$ cat src/rtl/bfa_pkg.sv
// Shared types, codes and defaults for the best-fit block allocator.
package bfa_pkg;

   localparam int NUM_BLOCKS_DEFAULT = 16;
   localparam int SIZE_BITS_DEFAULT  = 16;

   localparam int INDEX_BITS  = 4;
   localparam int AMOUNT_BITS = 16;
   localparam int CSR_BITS    = 5;
   localparam int TDATA_BITS  = 24;

   localparam logic REQ_LOAD  = 1'b0;
   localparam logic REQ_ALLOC = 1'b1;

   typedef enum logic [1:0] {
      ST_IDLE,
      ST_SCAN,
      ST_DRAIN,
      ST_FINISH
   } state_type;

   typedef struct packed {
      logic load;
      logic start;
      logic issue;
      logic finish;
   } cmd_type;

   typedef struct packed {
      logic is_alloc;
      logic limit_zero;
      logic scan_last;
      logic rsp_free;
   } status_type;

endpackage

$ cat src/rtl/bfa_ram.sv
// Generic simple dual-port RAM with one write port and a registered read port.
module bfa_ram #(
   parameter int WIDTH = 16,
   parameter int DEPTH = 16
) (
   input  logic                     clock,
   input  logic                     wr_en,
   input  logic [$clog2(DEPTH)-1:0] wr_addr,
   input  logic [WIDTH-1:0]         wr_data,
   input  logic [$clog2(DEPTH)-1:0] rd_addr,
   output logic [WIDTH-1:0]         rd_data
);

   logic [WIDTH-1:0] mem [DEPTH];
   logic [WIDTH-1:0] rd_data_ff;

   always_ff @(posedge clock) begin
      if (wr_en) begin
         mem[wr_addr] <= wr_data;
      end
      rd_data_ff <= mem[rd_addr];
   end

   assign rd_data = rd_data_ff;

endmodule

$ cat src/rtl/bfa_ctrl.sv
// Controller state machine that sequences loads, the best-fit scan and the result.
module bfa_ctrl (
   input  logic                  clock,
   input  logic                  reset,
   input  logic                  req_tvalid,
   output logic                  req_tready,
   input  bfa_pkg::status_type   status,
   output bfa_pkg::cmd_type      cmd
);

   bfa_pkg::state_type state_ff;
   bfa_pkg::state_type state_in;

   always_ff @(posedge clock) begin
      if (reset) begin
         state_ff <= bfa_pkg::ST_IDLE;
      end else begin
         state_ff <= state_in;
      end
   end

   always_comb begin
      state_in = state_ff;
      unique case (state_ff)
         bfa_pkg::ST_IDLE: begin
            if (req_tvalid && status.is_alloc) begin
               state_in = status.limit_zero ? bfa_pkg::ST_FINISH : bfa_pkg::ST_SCAN;
            end
         end
         bfa_pkg::ST_SCAN: begin
            if (status.scan_last) begin
               state_in = bfa_pkg::ST_DRAIN;
            end
         end
         bfa_pkg::ST_DRAIN: begin
            state_in = bfa_pkg::ST_FINISH;
         end
         bfa_pkg::ST_FINISH: begin
            if (status.rsp_free) begin
               state_in = bfa_pkg::ST_IDLE;
            end
         end
         default: begin
            state_in = bfa_pkg::ST_IDLE;
         end
      endcase
   end

   always_comb begin
      req_tready = 1'b0;
      cmd        = '0;
      unique case (state_ff)
         bfa_pkg::ST_IDLE: begin
            req_tready = 1'b1;
            cmd.load   = req_tvalid && !status.is_alloc;
            cmd.start  = req_tvalid && status.is_alloc;
         end
         bfa_pkg::ST_SCAN: begin
            cmd.issue = 1'b1;
         end
         bfa_pkg::ST_DRAIN: begin
            cmd = '0;
         end
         bfa_pkg::ST_FINISH: begin
            cmd.finish = status.rsp_free;
         end
         default: begin
            cmd = '0;
         end
      endcase
   end

endmodule

$ cat src/rtl/bfa_datapath.sv
// Datapath: free-size memory, scan counter, best-fit compare and result register.
module bfa_datapath #(
   parameter int NUM_BLOCKS = bfa_pkg::NUM_BLOCKS_DEFAULT,
   parameter int SIZE_BITS  = bfa_pkg::SIZE_BITS_DEFAULT
) (
   input  logic                            clock,
   input  logic                            reset,
   input  logic [bfa_pkg::TDATA_BITS-1:0]  req_tdata,
   input  logic                            req_tuser,
   input  logic                            csr_valid,
   input  logic [bfa_pkg::CSR_BITS-1:0]    csr_data,
   output logic                            rsp_tvalid,
   input  logic                            rsp_tready,
   output logic [bfa_pkg::TDATA_BITS-1:0]  rsp_tdata,
   output logic                            rsp_tuser,
   input  bfa_pkg::cmd_type                cmd,
   output bfa_pkg::status_type             status
);

   localparam int IDX_BITS = $clog2(NUM_BLOCKS);
   localparam int CNT_BITS = $clog2(NUM_BLOCKS + 1);

   logic [bfa_pkg::INDEX_BITS-1:0]  req_index;
   logic [bfa_pkg::AMOUNT_BITS-1:0] req_amount;
   logic [31:0]                     amount_wide;
   logic [SIZE_BITS-1:0]            amount_sized;
   logic                            load_in_range;

   logic [bfa_pkg::CSR_BITS-1:0]    blocks_in_use_ff;
   logic [8:0]                      blocks_wide;
   logic [8:0]                      limit_wide;
   logic [CNT_BITS-1:0]             limit;

   logic [SIZE_BITS-1:0]            amount_ff;
   logic [IDX_BITS-1:0]             cnt_ff;
   logic                            cmp_valid_ff;
   logic [IDX_BITS-1:0]             cmp_idx_ff;
   logic                            best_found_ff;
   logic [IDX_BITS-1:0]             best_idx_ff;
   logic [SIZE_BITS-1:0]            best_size_ff;
   logic                            fits;

   logic [SIZE_BITS-1:0]            rd_data;
   logic                            wr_en;
   logic [IDX_BITS-1:0]             wr_addr;
   logic [SIZE_BITS-1:0]            wr_data;
   logic [SIZE_BITS-1:0]            new_size;
   logic [31:0]                     new_size_wide;
   logic [31:0]                     best_idx_wide;

   logic                            rsp_valid_ff;
   logic                            rsp_valid_in;
   logic                            rsp_granted_ff;
   logic [bfa_pkg::INDEX_BITS-1:0]  rsp_block_ff;
   logic [bfa_pkg::AMOUNT_BITS-1:0] rsp_left_ff;

   assign req_index     = req_tdata[3:0];
   assign req_amount    = req_tdata[19:4];
   assign amount_wide   = 32'(req_amount);
   assign amount_sized  = amount_wide[SIZE_BITS-1:0];
   assign load_in_range = 9'(req_index) < 9'(NUM_BLOCKS);

   // Entries beyond the table take no part in the search.
   assign blocks_wide = 9'(blocks_in_use_ff);
   assign limit_wide  = (blocks_wide > 9'(NUM_BLOCKS)) ? 9'(NUM_BLOCKS) : blocks_wide;
   assign limit       = CNT_BITS'(limit_wide);

   always_ff @(posedge clock) begin
      if (reset) begin
         blocks_in_use_ff <= '0;
      end else if (csr_valid) begin
         blocks_in_use_ff <= csr_data;
      end
   end

   always_ff @(posedge clock) begin
      if (cmd.start) begin
         amount_ff <= amount_sized;
      end
      if (cmd.start) begin
         cnt_ff <= '0;
      end else if (cmd.issue) begin
         cnt_ff <= cnt_ff + IDX_BITS'(1);
      end
      cmp_idx_ff <= cnt_ff;
   end

   always_ff @(posedge clock) begin
      if (reset) begin
         cmp_valid_ff <= 1'b0;
      end else begin
         cmp_valid_ff <= cmd.issue;
      end
   end

   // The strict less-than keeps the lowest index among equal sizes.
   assign fits = cmp_valid_ff && (rd_data >= amount_ff) &&
                 (!best_found_ff || (rd_data < best_size_ff));

   always_ff @(posedge clock) begin
      if (reset) begin
         best_found_ff <= 1'b0;
      end else if (cmd.start) begin
         best_found_ff <= 1'b0;
      end else if (fits) begin
         best_found_ff <= 1'b1;
      end
   end

   always_ff @(posedge clock) begin
      if (fits) begin
         best_idx_ff  <= cmp_idx_ff;
         best_size_ff <= rd_data;
      end
   end

   assign new_size      = best_size_ff - amount_ff;
   assign new_size_wide = 32'(new_size);
   assign best_idx_wide = 32'(best_idx_ff);

   assign wr_en   = (cmd.load && load_in_range) || (cmd.finish && best_found_ff);
   assign wr_addr = cmd.load ? IDX_BITS'(req_index) : best_idx_ff;
   assign wr_data = cmd.load ? amount_sized : new_size;

   bfa_ram #(
      .WIDTH (SIZE_BITS),
      .DEPTH (NUM_BLOCKS)
   ) u_table (
      .clock   (clock),
      .wr_en   (wr_en),
      .wr_addr (wr_addr),
      .wr_data (wr_data),
      .rd_addr (cnt_ff),
      .rd_data (rd_data)
   );

   always_comb begin
      rsp_valid_in = rsp_valid_ff;
      priority if (cmd.finish) begin
         rsp_valid_in = 1'b1;
      end else if (rsp_tready) begin
         rsp_valid_in = 1'b0;
      end
   end

   always_ff @(posedge clock) begin
      if (reset) begin
         rsp_valid_ff <= 1'b0;
      end else begin
         rsp_valid_ff <= rsp_valid_in;
      end
   end

   always_ff @(posedge clock) begin
      if (cmd.finish) begin
         rsp_granted_ff <= best_found_ff;
         rsp_block_ff   <= best_found_ff ? best_idx_wide[3:0] : '0;
         rsp_left_ff    <= best_found_ff ? new_size_wide[15:0] : '0;
      end
   end

   assign rsp_tvalid = rsp_valid_ff;
   assign rsp_tuser  = rsp_granted_ff;
   assign rsp_tdata  = {4'b0, rsp_left_ff, rsp_block_ff};

   assign status.is_alloc   = (req_tuser == bfa_pkg::REQ_ALLOC);
   assign status.limit_zero = (limit == '0);
   assign status.scan_last  = (CNT_BITS'(cnt_ff) + CNT_BITS'(1)) == limit;
   assign status.rsp_free   = !rsp_valid_ff || rsp_tready;

   a_finish_room: assert property (@(posedge clock) disable iff (reset)
      cmd.finish |-> (!rsp_valid_ff || rsp_tready))
      else $error("result register overwritten while a beat still waits");

   a_scan_bound: assert property (@(posedge clock) disable iff (reset)
      cmd.issue |-> (CNT_BITS'(cnt_ff) < limit))
      else $error("scan read beyond the blocks in use");

   a_refusal_zero: assert property (@(posedge clock) disable iff (reset)
      (rsp_valid_ff && !rsp_granted_ff) |-> (rsp_block_ff == '0 && rsp_left_ff == '0))
      else $error("refused result carries nonzero fields");

   a_grant_in_range: assert property (@(posedge clock) disable iff (reset)
      (cmd.finish && best_found_ff) |-> (CNT_BITS'(best_idx_ff) < limit))
      else $error("granted block lies outside the searched range");

endmodule

$ cat src/rtl/best_fit_block_allocator.sv
// Top level of the best-fit block allocator: controller plus datapath.
// A load beat is accepted back to back.
// An allocation beat scans N = min(blocks_in_use, NUM_BLOCKS) entries, one per cycle; its
// result is registered when the controller leaves FINISH, and the next beat is accepted
// once it is back in IDLE. A result held back by rsp_tready stalls the input.
// Synchronous reset clears control state and blocks_in_use; the table is undefined until loaded.
module best_fit_block_allocator #(
   parameter int NUM_BLOCKS = bfa_pkg::NUM_BLOCKS_DEFAULT,
   parameter int SIZE_BITS  = bfa_pkg::SIZE_BITS_DEFAULT
) (
   input  logic                           clock,
   input  logic                           reset,
   input  logic                           req_tvalid,
   output logic                           req_tready,
   // req_tdata: entry_index [3:0], amount [19:4], zero [23:20]
   input  logic [bfa_pkg::TDATA_BITS-1:0] req_tdata,
   // req_tuser: req_type [0]
   input  logic                           req_tuser,
   output logic                           rsp_tvalid,
   input  logic                           rsp_tready,
   // rsp_tdata: chosen_block [3:0], size_left [19:4], zero [23:20]
   output logic [bfa_pkg::TDATA_BITS-1:0] rsp_tdata,
   // rsp_tuser: granted [0]
   output logic                           rsp_tuser,
   input  logic                           csr_valid,
   output logic                           csr_ready,
   input  logic [bfa_pkg::CSR_BITS-1:0]   csr_data
);

   bfa_pkg::cmd_type    cmd;
   bfa_pkg::status_type status;

   assign csr_ready = 1'b1;

   bfa_ctrl u_ctrl (
      .clock      (clock),
      .reset      (reset),
      .req_tvalid (req_tvalid),
      .req_tready (req_tready),
      .status     (status),
      .cmd        (cmd)
   );

   bfa_datapath #(
      .NUM_BLOCKS (NUM_BLOCKS),
      .SIZE_BITS  (SIZE_BITS)
   ) u_datapath (
      .clock      (clock),
      .reset      (reset),
      .req_tdata  (req_tdata),
      .req_tuser  (req_tuser),
      .csr_valid  (csr_valid),
      .csr_data   (csr_data),
      .rsp_tvalid (rsp_tvalid),
      .rsp_tready (rsp_tready),
      .rsp_tdata  (rsp_tdata),
      .rsp_tuser  (rsp_tuser),
      .cmd        (cmd),
      .status     (status)
   );

endmodule

$ cat config.mk
export PLATFORM = sky130hd
export DESIGN_NAME = best_fit_block_allocator
export DESIGN_NICKNAME = d
export VERILOG_FILES = /design/src/rtl/bfa_pkg.sv /design/src/rtl/bfa_ram.sv /design/src/rtl/bfa_ctrl.sv /design/src/rtl/bfa_datapath.sv /design/src/rtl/best_fit_block_allocator.sv
export SDC_FILE = /design/constraint.sdc
export NUM_CORES = 1
export LEC_CHECK = 0
export BUFFER_PORTS_ARGS = -buffer_cell sky130_fd_sc_hd__clkbuf_2
export CORE_ASPECT_RATIO = 0.8
export CORE_MARGIN = 5
export CORE_UTILIZATION = 60
export DETAILED_ROUTE_END_ITERATION = 10
export MAX_ROUTING_LAYER = met4
export PLACE_DENSITY = 0.78
export SYNTH_ARGS = -nofsm -noshare
export SYNTH_HDL_FRONTEND = slang
export SYNTH_HIERARCHICAL = 1
export SYNTH_SLANG_ARGS = --single-unit
$ cat constraint.sdc
create_clock -name clock -period 5.6 [get_ports clock]
set_input_delay 1.4 -clock clock [delete_from_list [all_inputs] [get_ports clock]]
set_output_delay 1.4 -clock clock [all_outputs]
set_load 0.03 [all_outputs]
* Word-level counts from Yosys, hierarchy flattened *
Memories as Yosys holds them, arrays and structs flattened. A register that Yosys moved wholly into a read port is not among the register bits.
Index checks and enable logic that the tools add are counted.

word-level totals
  output and inout port bits = 28
  memories kept = 1
  logic and storage cells = 59
  flip-flop bits (word level) = 75
  bits of input ports = 35
  memory bits (writable) = 256

cells by class
  reduce and logical (&&, ||, !) cells = 16
  $lt $le $gt $ge = 3
  equality and inequality tests = 7
  mux-type cells = 16
  add/subtract/negate cells = 3

memory list
  memory                  words  width  read ports  clocked after Yosys merged registers in  write ports  line           source
  u_datapath.u_table.mem  16     16     1           1                                        1            bfa_ram.sv:14  logic [WIDTH-1:0] mem [DEPTH];

operators with widths
  operator                                                count
  >= comparator 16 bit                                    1
  less-than comparator 16 bit                             1
  2-to-1 mux 16 bit                                       1
  subtractor 16 bit                                       1
  2-to-1 mux 2 bit                                        5
  case mux 2 bit (4 select lines)                         1
  2-to-1 mux 1 bit                                        7
  adder 4 x 1 -> 5 bit (second input constant)            1
  equality test 5 bit                                     1
  greater-than comparator 5 bit (second input constant)   1
  logical AND 1 bit                                       5
  zero test 5 bit                                         1
  2-to-1 mux 5 bit                                        1
  adder 4 x 1 -> 4 bit (second input constant)            1
  equality test 2 bit (second input constant)             2
  2-to-1 mux 4 bit                                        1
  inequality test 2 x 1 -> 1 bit (second input constant)  2
  zero test 1 bit                                         3
  logical OR 1 bit                                        3
  AND reduction 3 bit                                     1
  equality test 2 x 1 -> 1 bit (second input constant)    1
  zero test 2 bit                                         1
  inequality test 2 bit (second input constant)           1
  nonzero test 2 bit                                      1
  OR reduction 2 bit                                      1

* Longest topological paths before layout *
Gate-level depths: netlist of run 1.

  depth after elaboration = 7
  gate-level depth with buffers = 10
  depth with buffers taken out = 10

* Hierarchy *
The synthesis of run 1 kept the hierarchy.

modules (own cells, without submodules)
  module                    cells an instance  instances  sequential area each (µm²)  area an instance (µm²)
  bfa_ram                   432                1          8,007.7                     10,043.4
  bfa_datapath              395                1          2,031.9                     4,196.5
  bfa_ctrl                  24                 1          40.0                        203.9
  best_fit_block_allocator  2                  1          0.0                         11.3

* Worst setup path before layout of run 1 *
OpenSTA, ideal clock, no wires.

  path type = input port to flip-flop
  start = in rsp_tready
  end = mem u_datapath.u_table.mem[0][0], enable pin
  stages on the path = 6
  path buffers = 0
  required time = 5.191 ns
  arrival = 4.188 ns
  library setup time = 0.409 ns
  path slack = 1.003 ns
  cells stage by stage = nand2b_1 > and2_1 > inv_1 > o21ai_0 > or3b_2 > nor3_1

RTL lines
  element          line                            source
  start, declared  best_fit_block_allocator.sv:20  input logic rsp_tready,
  end, declared    bfa_ram.sv:14

* Final worst setup path of run 1 *
  start = reg u_datapath.best_size_ff[0]
  end = mem u_datapath.u_table.mem[7][14] (data pin)

on the way
  word-level cells in the longest chain between the ends = 2

ends and longest elaborated chain
  element                     line                 source
  start, declared             bfa_datapath.sv:40   logic [SIZE_BITS-1:0] best_size_ff;
  start signal, assigned      bfa_datapath.sv:113  best_size_ff <= rd_data;
  subtractor 16 bit           bfa_datapath.sv:117  assign new_size = best_size_ff - amount_ff;
  2-to-1 mux 16 bit           bfa_datapath.sv:123  assign wr_data = cmd.load ? amount_sized : new_size;
  via u_datapath.wr_data[14]  bfa_datapath.sv:46   logic [SIZE_BITS-1:0] wr_data;

The timed path passes the listed nets, and every way through them passes these cells.

==> results of run 1 <==
cell usage after synthesis (all sizes together) (4+ instances only):
cell / n
mux2: 7
a21o: 9
o31ai: 6
mux2i: 8
and3: 4
nand3b: 4
clkbuf: 14
edfxtp: 313
xor2: 5
buf: 19
inv: 41
nand3: 10
mux4: 64
and2: 8
nand2: 46
ha: 52
xnor2: 11
nor2b: 6
a22oi: 32
nor3: 13
o21a: 4
a21oi: 26
a31oi: 5
o21ai: 19
dfxtp: 34
nand2b: 6
a211oi: 5
nor2: 51
layout make-up:
| cell class | count | area share (%) |
|---|---|---|
| clock buffers | 41 | 5.488 |
| inverters | 42 | 0.9645 |
| flip-flops and latches | 347 | 61.70 |
| well taps | 312 | 2.388 |
| clock inverters | 17 | 1.592 |
| multi-input cells | 434 | 25.01 |
| repair buffers | 80 | 2.863 |
metal layers:
metal  up-vias  wire length (um)
li1       3516                 -
met1      3961             13430
met2       402             14440
met3        59              2949
met4         0               792
met5         -                 0
state kept, by name, indices dropped and copies added, names as in the netlist:
| name | cells |
|---|---|
| u_datapath/cmp_idx_ff | 4 |
| u_datapath/rsp_tvalid | 1 |
| u_datapath/u_table/mem | 256 |
| u_datapath/best_idx_ff | 4 |
| u_datapath/u_table/rd_data | 16 |
| u_datapath/best_size_ff | 16 |
| u_datapath/rsp_block_ff | 4 |
| u_ctrl/state_ff | 2 |
| u_datapath/rsp_left_ff | 16 |
| u_datapath/amount_ff | 16 |
| u_datapath/cnt_ff | 4 |
| u_datapath/rsp_tuser | 1 |
| u_datapath/blocks_in_use_ff | 5 |
| u_datapath/cmp_valid_ff | 1 |
| u_datapath/best_found_ff | 1 |
metrics by stage:
stage / cells / instance area (um2)
5_1_grt: 1273 / 16350
3_5_place_dp: 1215 / 15190
4_1_cts: 1273 / 16350
2_1_floorplan: 856 / 14470
3_3_place_gp: 1215 / 15190
6_report: 1273 / 16350
worst max path at each step:
stage	startpoint	endpoint	cells after the start
2_1_floorplan	rsp_tready	u_datapath/u_table/mem[0][0]$_DFFE_PP_	6
3_3_place_gp	req_tvalid	u_datapath/u_table/mem[1][7]$_DFFE_PP_	7
3_5_place_dp	req_tvalid	u_datapath/u_table/mem[1][13]$_DFFE_PP_	7
4_1_cts	u_datapath/best_size_ff[0]$_DFFE_PP_	u_datapath/u_table/mem[12][14]$_DFFE_PP_	9
5_1_grt	u_datapath/best_size_ff[0]$_DFFE_PP_	u_datapath/u_table/mem[0][14]$_DFFE_PP_	9
6_report	u_datapath/best_size_ff[0]$_DFFE_PP_	u_datapath/u_table/mem[7][14]$_DFFE_PP_	9
kinds of logic after synthesis:
kind of cell / Yosys count / synth area share [%]
xor+xnor: 16 / 0.9694
buf+inv: 75 / 2.415
other cells: 2 / 0.05195
simple gates: 157 / 5.090
flops: 347 / 69.73
mux: 79 / 11.33
fa+ha+maj: 53 / 4.639
compound gates: 124 / 5.773
report_power, final:
group          leakage (uW)  total, uW  internal (uW)  switching (uW)
sequential          0.00312       3470           3300             166
clock              0.000564       2360           1410             947
combinational       0.00209       1950            752            1200
total               0.00577       7780           5470            2310
layout by cell type, fill, tap and decap left out, types with 4 or more instances in the layout:
master,instances
nor2b_1,5
edfxtp_1,313
a22oi_1,32
nor3_2,5
a21oi_1,26
nor3_1,8
nand2b_1,6
mux4_2,54
nand3_1,10
clkbuf_1,5
bufinv_16,6
ha_1,52
inv_1,41
nand2_1,46
a211oi_1,5
o21ai_0,17
clkbuf_2,53
a31oi_1,5
conb_1,5
xnor2_1,11
dfxtp_1,32
xor2_1,5
mux2_2,7
clkinv_1,4
o21a_1,4
o31ai_1,5
mux4_1,10
mux2i_1,8
nor2_2,10
clkbuf_16,34
buf_4,27
nor2_1,41
nand3b_1,4
and2_1,8
and3_1,4
a21o_1,9
==> flow_summary_export.csv, run 1 <==
group,metric,value,unit
status,outcome,"finished, final reports clean",
placed_design,preCtsSetupSlack,1.438,ns
worst_hold_path,min_path_cells,0,
detailed_routing,via_count,7938,
timing,clock_skew,0.01041,ns
final_layout,seqCellArea,10080,um2
detailed_routing,post-route-drc-count,0,
critical_path,r2r_start,"u_datapath/best_size_ff[0]$_DFFE_PP_",
synthesis,yosysWarnings,6,
final_layout,nNetsFinal,1024,
floorplan,row_count,50,
synthesis,seq_area_frac_synth,69.73,%
worst_hold_path,min_delay_worst_endpoint,"u_datapath/best_idx_ff[0]$_DFFE_PP_",
global_route,track_usage,23.97,%
detailed_routing,ant_nets,0,
critical_path,cp_max_fo,16,
detailed_routing,first_iter_violations,810,
timing,max_slew_margin,11.07,%
global_route,grt_pass1_vias,7792,
cts,cts_sinks,347,
critical_path,cp_cell_sequence,"inv_1, ha_1, fa_1, nor2b_4, o31a_1, o31ai_1, a21oi_1, o21a_1, o31ai_2",
global_route,gr-usage-met1,35.87,%
cts,cts_buffers,31,
timing,setup_viol,0,
cts,cts_root_buffer,"clkbuf_16",
detailed_routing,vias_per_cell,6.236,
synthesis,synth_top_area_share,65.02,%
floorplan,floorplan.initialDensity,61.29,%
final_layout,drive_gt1_share,22.16,%
placed_design,gp_congestion,0.8419,
timing,rsz0062_at_grt,"false",
timing,setup_tns,0,ns
critical_path,reg2reg_depth,9,
detailed_routing,dr.pass1.iters,5,
cts,path_clk_slew,0.07,ns
timing,fmax,0.2758,GHz
cts,cts_resized,0,
global_route,use_met2,35.05,%
worst_hold_path,hold_path.class,"register to register",
detailed_routing,wire_per_inst,24.83,um
synthesis,ys_seq_elements,347,
cts,cts_tree,"built",
timing,worst_pin_slew,1.328,ns
critical_path,r2r_slack,1.97,ns
critical_path,crit_type,"register to register",
synthesis,synthTopCellsByArea,"edfxtp_1 65%, mux4_2 8.4%, dfxtp_1 4.7%",
global_route,antenna_found_initial,0,
synthesis,synth_cell_types,56,
synthesis,synth_async_sr_flop_share,0,%
critical_path,crit_family,"compound AO/OA/AOI/OAI gates",
synthesis,synthCells,853,
global_route,grt_max_degree,69,
power,cellLeakagePower,0.005772,uW
power,ir_drop,0.7269,mV
power,pwr_density_cell,475.7,nW/um2
final_layout,syn2layout_area_growth,13.08,%
floorplan,io_pins,63,
critical_path,cp_slowest_cell,"o31ai_2",
final_layout,multi_input_area,4088,um2
critical_path,cp.required,5.78,ns
final_layout,fillers,1450,
cts,ctsHoldBuffers,0,
critical_path,cp_num_buf_inv,1,
floorplan,die_h,148.8,um
synthesis,synth_flop_cell,"edfxtp_1",
global_route,grt_remaining_overflow,0,
placed_design,port_buffers,53,
cts,cts_buffer_depth,3,
synthesis,synth.largest_area_cell,"edfxtp_1",
power,power,7775,uW
timing,layout_setup_ws,1.974,ns
floorplan,core_area,23590,um2
timing,period_share,64.74,%
floorplan,die_w,183.5,um
critical_path,cp-start-kind,"register",
cts,h-tree-depth,1,
global_route,grt_pass1_wl,47810,um
timing,whs,0.4052,ns
job,drv_cap,0,
critical_path,slowest_delay,1.06,ns
synthesis,avgSynthCellArea,16.95,um2
worst_hold_path,hp-start,"u_datapath/cmp_idx_ff[0]$_DFF_P_",
final_layout,final_util,69.31,%
critical_path,timing.rr.end,"u_datapath/u_table/mem[7][14]$_DFFE_PP_",
timing,post-route-min-period,3.626,ns
placed_design,dp_hpwl,20230,um
timing,slew_viol_final,0,
critical_path,critPathCaptureType,"register",
detailed_routing,postRouteWirelength,31610,um
cts,cts_setup_buffers,0,
global_route,grt.busiest_layer,"met1",
final_layout,n_antenna_cell,0,
global_route,met3_usage,4.339,%
floorplan,dieArea,27320,um2
critical_path,worstPathArrival,3.81,ns
timing,hold_violations,0,
cts,clkLatencyLatePin,0.57,ns
synthesis,synth_area,14460,um2
synthesis,synth-edff-count,313,
Power figures use the tool's default switching activity.
==> run 2, diff against run 1 <==
--- a/config.mk
+++ b/config.mk
@@ -8,10 +8,10 @@
 export BUFFER_PORTS_ARGS = -buffer_cell sky130_fd_sc_hd__clkbuf_2
 export CORE_ASPECT_RATIO = 0.8
 export CORE_MARGIN = 5
-export CORE_UTILIZATION = 60
+export CORE_UTILIZATION = 55
 export DETAILED_ROUTE_END_ITERATION = 10
 export MAX_ROUTING_LAYER = met4
-export PLACE_DENSITY = 0.78
+export PLACE_DENSITY = 0.75
 export SYNTH_ARGS = -nofsm -noshare
 export SYNTH_HDL_FRONTEND = slang
 export SYNTH_HIERARCHICAL = 1
==> constraint.sdc (replaced) <==
create_clock -name clock -period 3.2 [get_ports clock]
set_input_delay 0.8 -clock clock [delete_from_list [all_inputs] [get_ports clock]]
set_output_delay 0.8 -clock clock [all_outputs]
set_load 0.03 [all_outputs]
==> flow_summary_export.csv, run 2 (synthesis results as in run 1) <==
group,metric,value,unit
detailed_routing,ant_nets,0,
final_layout,fillers,1822,
global_route,grt_pass1_wl,45970,um
timing,post-route-min-period,3.023,ns
placed_design,placed_area,15440,um2
final_layout,design_area,16600,um2
global_route,gr-usage-met1,30.26,%
floorplan,die_w,191.3,um
detailed_routing,first_iter_violations,650,
final_layout,drive_gt1_share,22.53,%
cts,cts_buffer_depth,3,
floorplan,die_h,155,um
detailed_routing,postRouteWirelength,30070,um
timing,clock_skew,0.02280,ns
floorplan,row_count,53,
global_route,track_usage,21.14,%
detailed_routing,wire_per_inst,22.46,um
cts,path_clk_slew,0.06,ns
timing,max_slew_margin,18.11,%
status,outcome,"finished, final reports clean",
worst_hold_path,hold_path.class,"register to register",
critical_path,r2r_slack,0.18,ns
critical_path,timing.rr.end,"u_datapath/best_size_ff[13]$_DFFE_PP_",
final_layout,regMostFlops,"u_datapath/u_table/mem",
global_route,grt_remaining_overflow,0,
timing,rsz0062_at_grt,"false",
cts,cts_tree,"built",
global_route,grt.busiest_layer,"met2",
detailed_routing,vias_per_cell,5.898,
placed_design,port_buffers,53,
final_layout,final_common_cell,"edfxtp_1",
critical_path,reg2reg_depth,9,
power,power,13520,uW
power,ir_drop,0.5179,mV
critical_path,cp_slowest_cell,"o31ai_1",
critical_path,cp_cell_sequence,"inv_1, ha_1, a21o_1, a211o_1, a2111oi_1, a211oi_1, o31ai_1, nor3_2, buf_4",
power,cellLeakagePower,0.005881,uW
floorplan,dieArea,29640,um2
critical_path,slowest_delay,0.50,ns
cts,h-tree-depth,2,
worst_hold_path,min_path_cells,0,
final_layout,layout_common_cells,"313 x edfxtp_1, 54 x mux4_2, 53 x clkbuf_2",
placed_design,dp_hpwl,19320,um
global_route,grt_pass1_vias,7906,
global_route,met3_usage,4.172,%
cts,cts_root_buffer,"clkbuf_16",
detailed_routing,post-route-drc-count,0,
final_layout,instances_no_fill,1339,
critical_path,worstPathArrival,3.29,ns
critical_path,critPathCaptureType,"register",
floorplan,core_area,26060,um2
floorplan,io_pins,63,
cts,cts_sinks,347,
global_route,grt_max_degree,69,
worst_hold_path,min_delay_worst_endpoint,"u_datapath/best_idx_ff[2]$_DFFE_PP_",
cts,cts_buffers,34,
critical_path,r2r_start,"u_datapath/amount_ff[9]$_DFFE_PP_",
placed_design,dp.cells,1276,
placed_design,gp_congestion,0.8623,
cts,clkLatencyLatePin,0.52,ns
critical_path,crit_type,"register to register",
power,pwr_density_cell,814.6,nW/um2
detailed_routing,via_count,7898,
global_route,antenna_found_initial,1,
global_route,use_met2,32.08,%
critical_path,cp_max_fo,11,
job,drv_cap,0,
detailed_routing,dr.pass1.iters,5,
final_layout,nNetsFinal,1043,
critical_path,cp-start-kind,"register",
timing,hold_violations,0,
timing,worst_pin_slew,1.228,ns
floorplan,floorplan.initialDensity,55.47,%
timing,setup_viol,0,
final_layout,syn2layout_area_growth,14.85,%
final_layout,largest_register_ffs,256,
worst_hold_path,hp-start,"u_datapath/cmp_idx_ff[2]$_DFF_P_",
timing,fmax,0.3308,GHz
cts,cts_setup_buffers,0,
timing,slew_viol_final,0,
timing,period_share,94.47,%
critical_path,cp.required,3.46,ns
[run 2: cell count changes in the layout (fill, tap and decap cells not counted), moves of 2 or more]
| cell | change |
|---|---|
| buf_12 | +7 |
| inv_6 | -2 |
| clkbuf_8 | -2 |
| clkbuf_1 | +4 |
| buf_4 | +9 |
| nor2_2 | -8 |
| nor2_1 | +8 |
| clkinv_8 | +3 |
| clkinv_1 | +2 |
[run 2: critical path: cells and delay by family, from the launching register on]
family | cells | cell delay [ns]
AOI/OAI and AO/OA | 5 | 1.53
buffers and inverters | 2 | 0.36
and+or+nand+nor | 1 | 0.26
adders and majority gates | 1 | 0.26
DFF | 1 | 0.36
[run 2: how the worst max path moves through the flow]
stage	from	cells after the start	endpoint
floorplan	req_tuser	6	u_datapath/u_table/mem[1][0]$_DFFE_PP_
CTS	u_datapath/best_size_ff[0]$_DFFE_PP_	9	u_datapath/u_table/mem[8][8]$_DFFE_PP_
global placement	u_datapath/best_size_ff[0]$_DFFE_PP_	9	u_datapath/u_table/mem[2][8]$_DFFE_PP_
finish	u_datapath/amount_ff[9]$_DFFE_PP_	9	u_datapath/best_size_ff[13]$_DFFE_PP_
detailed placement	u_datapath/best_size_ff[0]$_DFFE_PP_	9	u_datapath/u_table/mem[2][8]$_DFFE_PP_
global route	u_datapath/amount_ff[9]$_DFFE_PP_	9	u_datapath/best_size_ff[6]$_DFFE_PP_
[run 2: cell type report]
type	count	area, um2	area share (%)
Inverter	42	157.7	0.9496
Clock inverter	18	246.5	1.485
Antenna cell	1	2.502	0.01507
Tap cell	357	446.7	2.690
Sequential cell	347	10080	60.74
Multi-Input combinational cell	434	4079	24.57
Timing Repair Buffer	96	675.6	4.070
Clock buffer	44	909.6	5.479
[run 2: timing repair]
action	4_1_cts	5_1_grt
hold buffers	0	0
resized for setup	0	1
setup endpoints to repair	0	16
[run 2: per-stage QoR]
step	setup slack (ns)	util, %	TNS, ns	hold WS, ns
after floorplan	-0.1797	-	-8.628	0.3855
after global placement	0.2160	59.24	0	0.3869
after detailed placement	0.1279	59.24	0	0.3895
after CTS	0.1047	63.68	0	0.4021
after global routing	0.04312	63.70	0	0.4087
final	0.1769	63.70	0	0.4034
[run 2: power breakdown]
group	leakage, uW	internal [uW]	switching, uW
logic	0.00220	1360	2070
clock network	0.000561	2440	1670
registers	0.00312	5770	208
total	0.00588	9570	3950
[run 2: layer usage]
layer / up-vias / share of wire, %
met1: 3952 / 44
li1: 3560 / -
met4: 0 / 2.0
met5: - / 0
met3: 50 / 8.0
met2: 336 / 46
==> run 3, diff against run 2 <==
--- a/config.mk
+++ b/config.mk
@@ -10,8 +10,8 @@
 export CORE_MARGIN = 5
 export CORE_UTILIZATION = 55
 export DETAILED_ROUTE_END_ITERATION = 10
-export MAX_ROUTING_LAYER = met4
-export PLACE_DENSITY = 0.75
+export PLACE_DENSITY = 0.82
+export SETUP_SLACK_MARGIN = 0.2
 export SYNTH_ARGS = -nofsm -noshare
 export SYNTH_HDL_FRONTEND = slang
 export SYNTH_HIERARCHICAL = 1
==> flow_summary_export.csv, run 3 (synthesis results as in run 1) <==
group,metric,value,unit
critical_path,timing.rr.end,"u_datapath/u_table/mem[10][12]$_DFFE_PP_",
floorplan,io_pins,63,
final_layout,fillers,1801,
critical_path,reg2reg_depth,11,
final_layout,regMostFlops,"u_datapath/u_table/mem",
floorplan,dieArea,29640,um2
floorplan,die_h,155,um
cts,cts_buffer_depth,3,
floorplan,row_count,53,
detailed_routing,vias_per_cell,5.981,
detailed_routing,post-route-drc-count,0,
placed_design,gp_congestion,0.9149,
detailed_routing,wire_per_inst,23.28,um
final_layout,n_antenna_cell,0,
cts,cts_root_buffer,"clkbuf_16",
cts,h-tree-depth,2,
detailed_routing,postRouteWirelength,31080,um
final_layout,final_common_cell,"edfxtp_1",
power,pwr_density_cell,817.2,nW/um2
detailed_routing,dr.pass1.iters,5,
cts,cts_tree,"built",
final_layout,multi_input_area,4095,um2
cts,clkLatencyLatePin,0.52,ns
final_layout,largest_register_ffs,256,
timing,hold_violations,0,
timing,fmax,0.3498,GHz
cts,cts_buffers,34,
final_layout,layout_common_cells,"313 x edfxtp_1, 54 x mux4_2, 53 x clkbuf_2",
status,outcome,"finished, final reports clean",
global_route,antenna_found_initial,0,
critical_path,r2r_start,"u_datapath/best_size_ff[0]$_DFFE_PP_",
global_route,track_usage,21.33,%
detailed_routing,ant_nets,0,
job,drv_cap,0,
detailed_routing,via_count,7984,
detailed_routing,first_iter_violations,799,
timing,setup_viol,0,
worst_hold_path,hold_path.class,"register to register",
critical_path,cp.required,3.54,ns
final_layout,drive_gt1_share,22.80,%
power,ir_drop,0.5637,mV
global_route,grt_pass1_wl,47550,um
timing,rsz0062_at_grt,"false",
worst_hold_path,min_delay_worst_endpoint,"u_datapath/best_idx_ff[3]$_DFFE_PP_",
timing,post-route-min-period,2.859,ns
timing,period_share,89.34,%
final_layout,syn2layout_area_growth,14.52,%
floorplan,floorplan.initialDensity,55.47,%
critical_path,worstPathArrival,3.20,ns
worst_hold_path,hp-start,"u_datapath/cmp_idx_ff[3]$_DFF_P_",
placed_design,dp_hpwl,19530,um
floorplan,die_w,191.3,um
floorplan,core_area,26060,um2
power,cellLeakagePower,0.005858,uW
timing,max_slew_margin,17.94,%
timing,clock_skew,0.01913,ns
critical_path,cp-start-kind,"register",
final_layout,nNetsFinal,1041,
global_route,grt_max_degree,68,
global_route,grt_pass1_vias,8070,
critical_path,r2r_slack,0.34,ns
cts,path_clk_slew,0.06,ns
critical_path,crit_type,"register to register",
timing,setup_tns,0,ns
power,power,13530,uW
global_route,grt_remaining_overflow,0,
cts,cts_sinks,347,
final_layout,seqCellArea,10080,um2
critical_path,critPathCaptureType,"register",
final_layout,final_util,63.52,%
timing,worst_pin_slew,1.231,ns
worst_hold_path,min_path_cells,0,
placed_design,port_buffers,53,
timing,whs,0.4063,ns
critical_path,cp_max_fo,16,
timing,slew_viol_final,0,
cts,ctsHoldBuffers,0,
run 3: worst max path at each step:
stage | startpoint | to | slack (ns) | cells after the start
after floorplan | req_tuser | u_datapath/u_table/mem[13][0]$_DFFE_PP_ | 0.23 | 6
after global placement | u_datapath/best_size_ff[0]$_DFFE_PP_ | u_datapath/u_table/mem[2][8]$_DFFE_PP_ | 0.15 | 9
after detailed placement | u_datapath/best_size_ff[0]$_DFFE_PP_ | u_datapath/u_table/mem[6][8]$_DFFE_PP_ | 0.05 | 9
after CTS | u_datapath/best_size_ff[0]$_DFFE_PP_ | u_datapath/u_table/mem[8][14]$_DFFE_PP_ | 0.36 | 11
after global routing | u_datapath/best_size_ff[0]$_DFFE_PP_ | u_datapath/u_table/mem[8][14]$_DFFE_PP_ | 0.23 | 11
final | u_datapath/best_size_ff[0]$_DFFE_PP_ | u_datapath/u_table/mem[10][12]$_DFFE_PP_ | 0.34 | 11
run 3: stage by stage:
step / setup WS (ns) / instance area, um2 / std cells
after floorplan: 0.2324 / 14510 / 856
after global placement: 0.1506 / 15410 / 1274
after detailed placement: 0.04915 / 15410 / 1274
after CTS: 0.3596 / 16550 / 1335
after global routing: 0.2305 / 16550 / 1335
final: 0.3412 / 16550 / 1335
run 3: power by group:
part / switching, uW / internal (uW) / leakage (uW)
logic: 2100 / 1370 / 0.00219
registers: 221 / 5770 / 0.00312
clock network: 1660 / 2410 / 0.000551
run 3: worst max-delay path: stages (launching register included):
cell      delay [ns]
edfxtp_1        0.36
inv_1           0.08
ha_1            0.21
fa_1            0.28
nor2b_4         0.06
o31a_1          0.26
buf_4           0.15
o31ai_1         0.39
a21oi_1         0.16
o21a_1          0.22
o31ai_1         0.25
buf_4           0.27
run 3: final cells by class:
class	instances	area share (%)
Clock inverter	18	1.187
Clock buffer	43	5.661
Timing Repair Buffer	94	3.840
Tap cell	357	2.698
Multi-Input combinational cell	434	24.74
Inverter	42	0.9524
Sequential cell	347	60.92
run 3: what timing repair did:
action                     CTS  global route
setup endpoints to repair   16            16
pin swaps                    0             0
setup buffers                0             0
gates resized for setup      1             1
hold endpoints to repair     0             0
run 3: per-layer routing:
layer | GRT usage, % | part of all wire [%]
met1 | 30.08 | 41
met3 | 4.195 | 8.5
met2 | 34.87 | 48
met5 | 0 | 0
met4 | 5.368 | 1.8
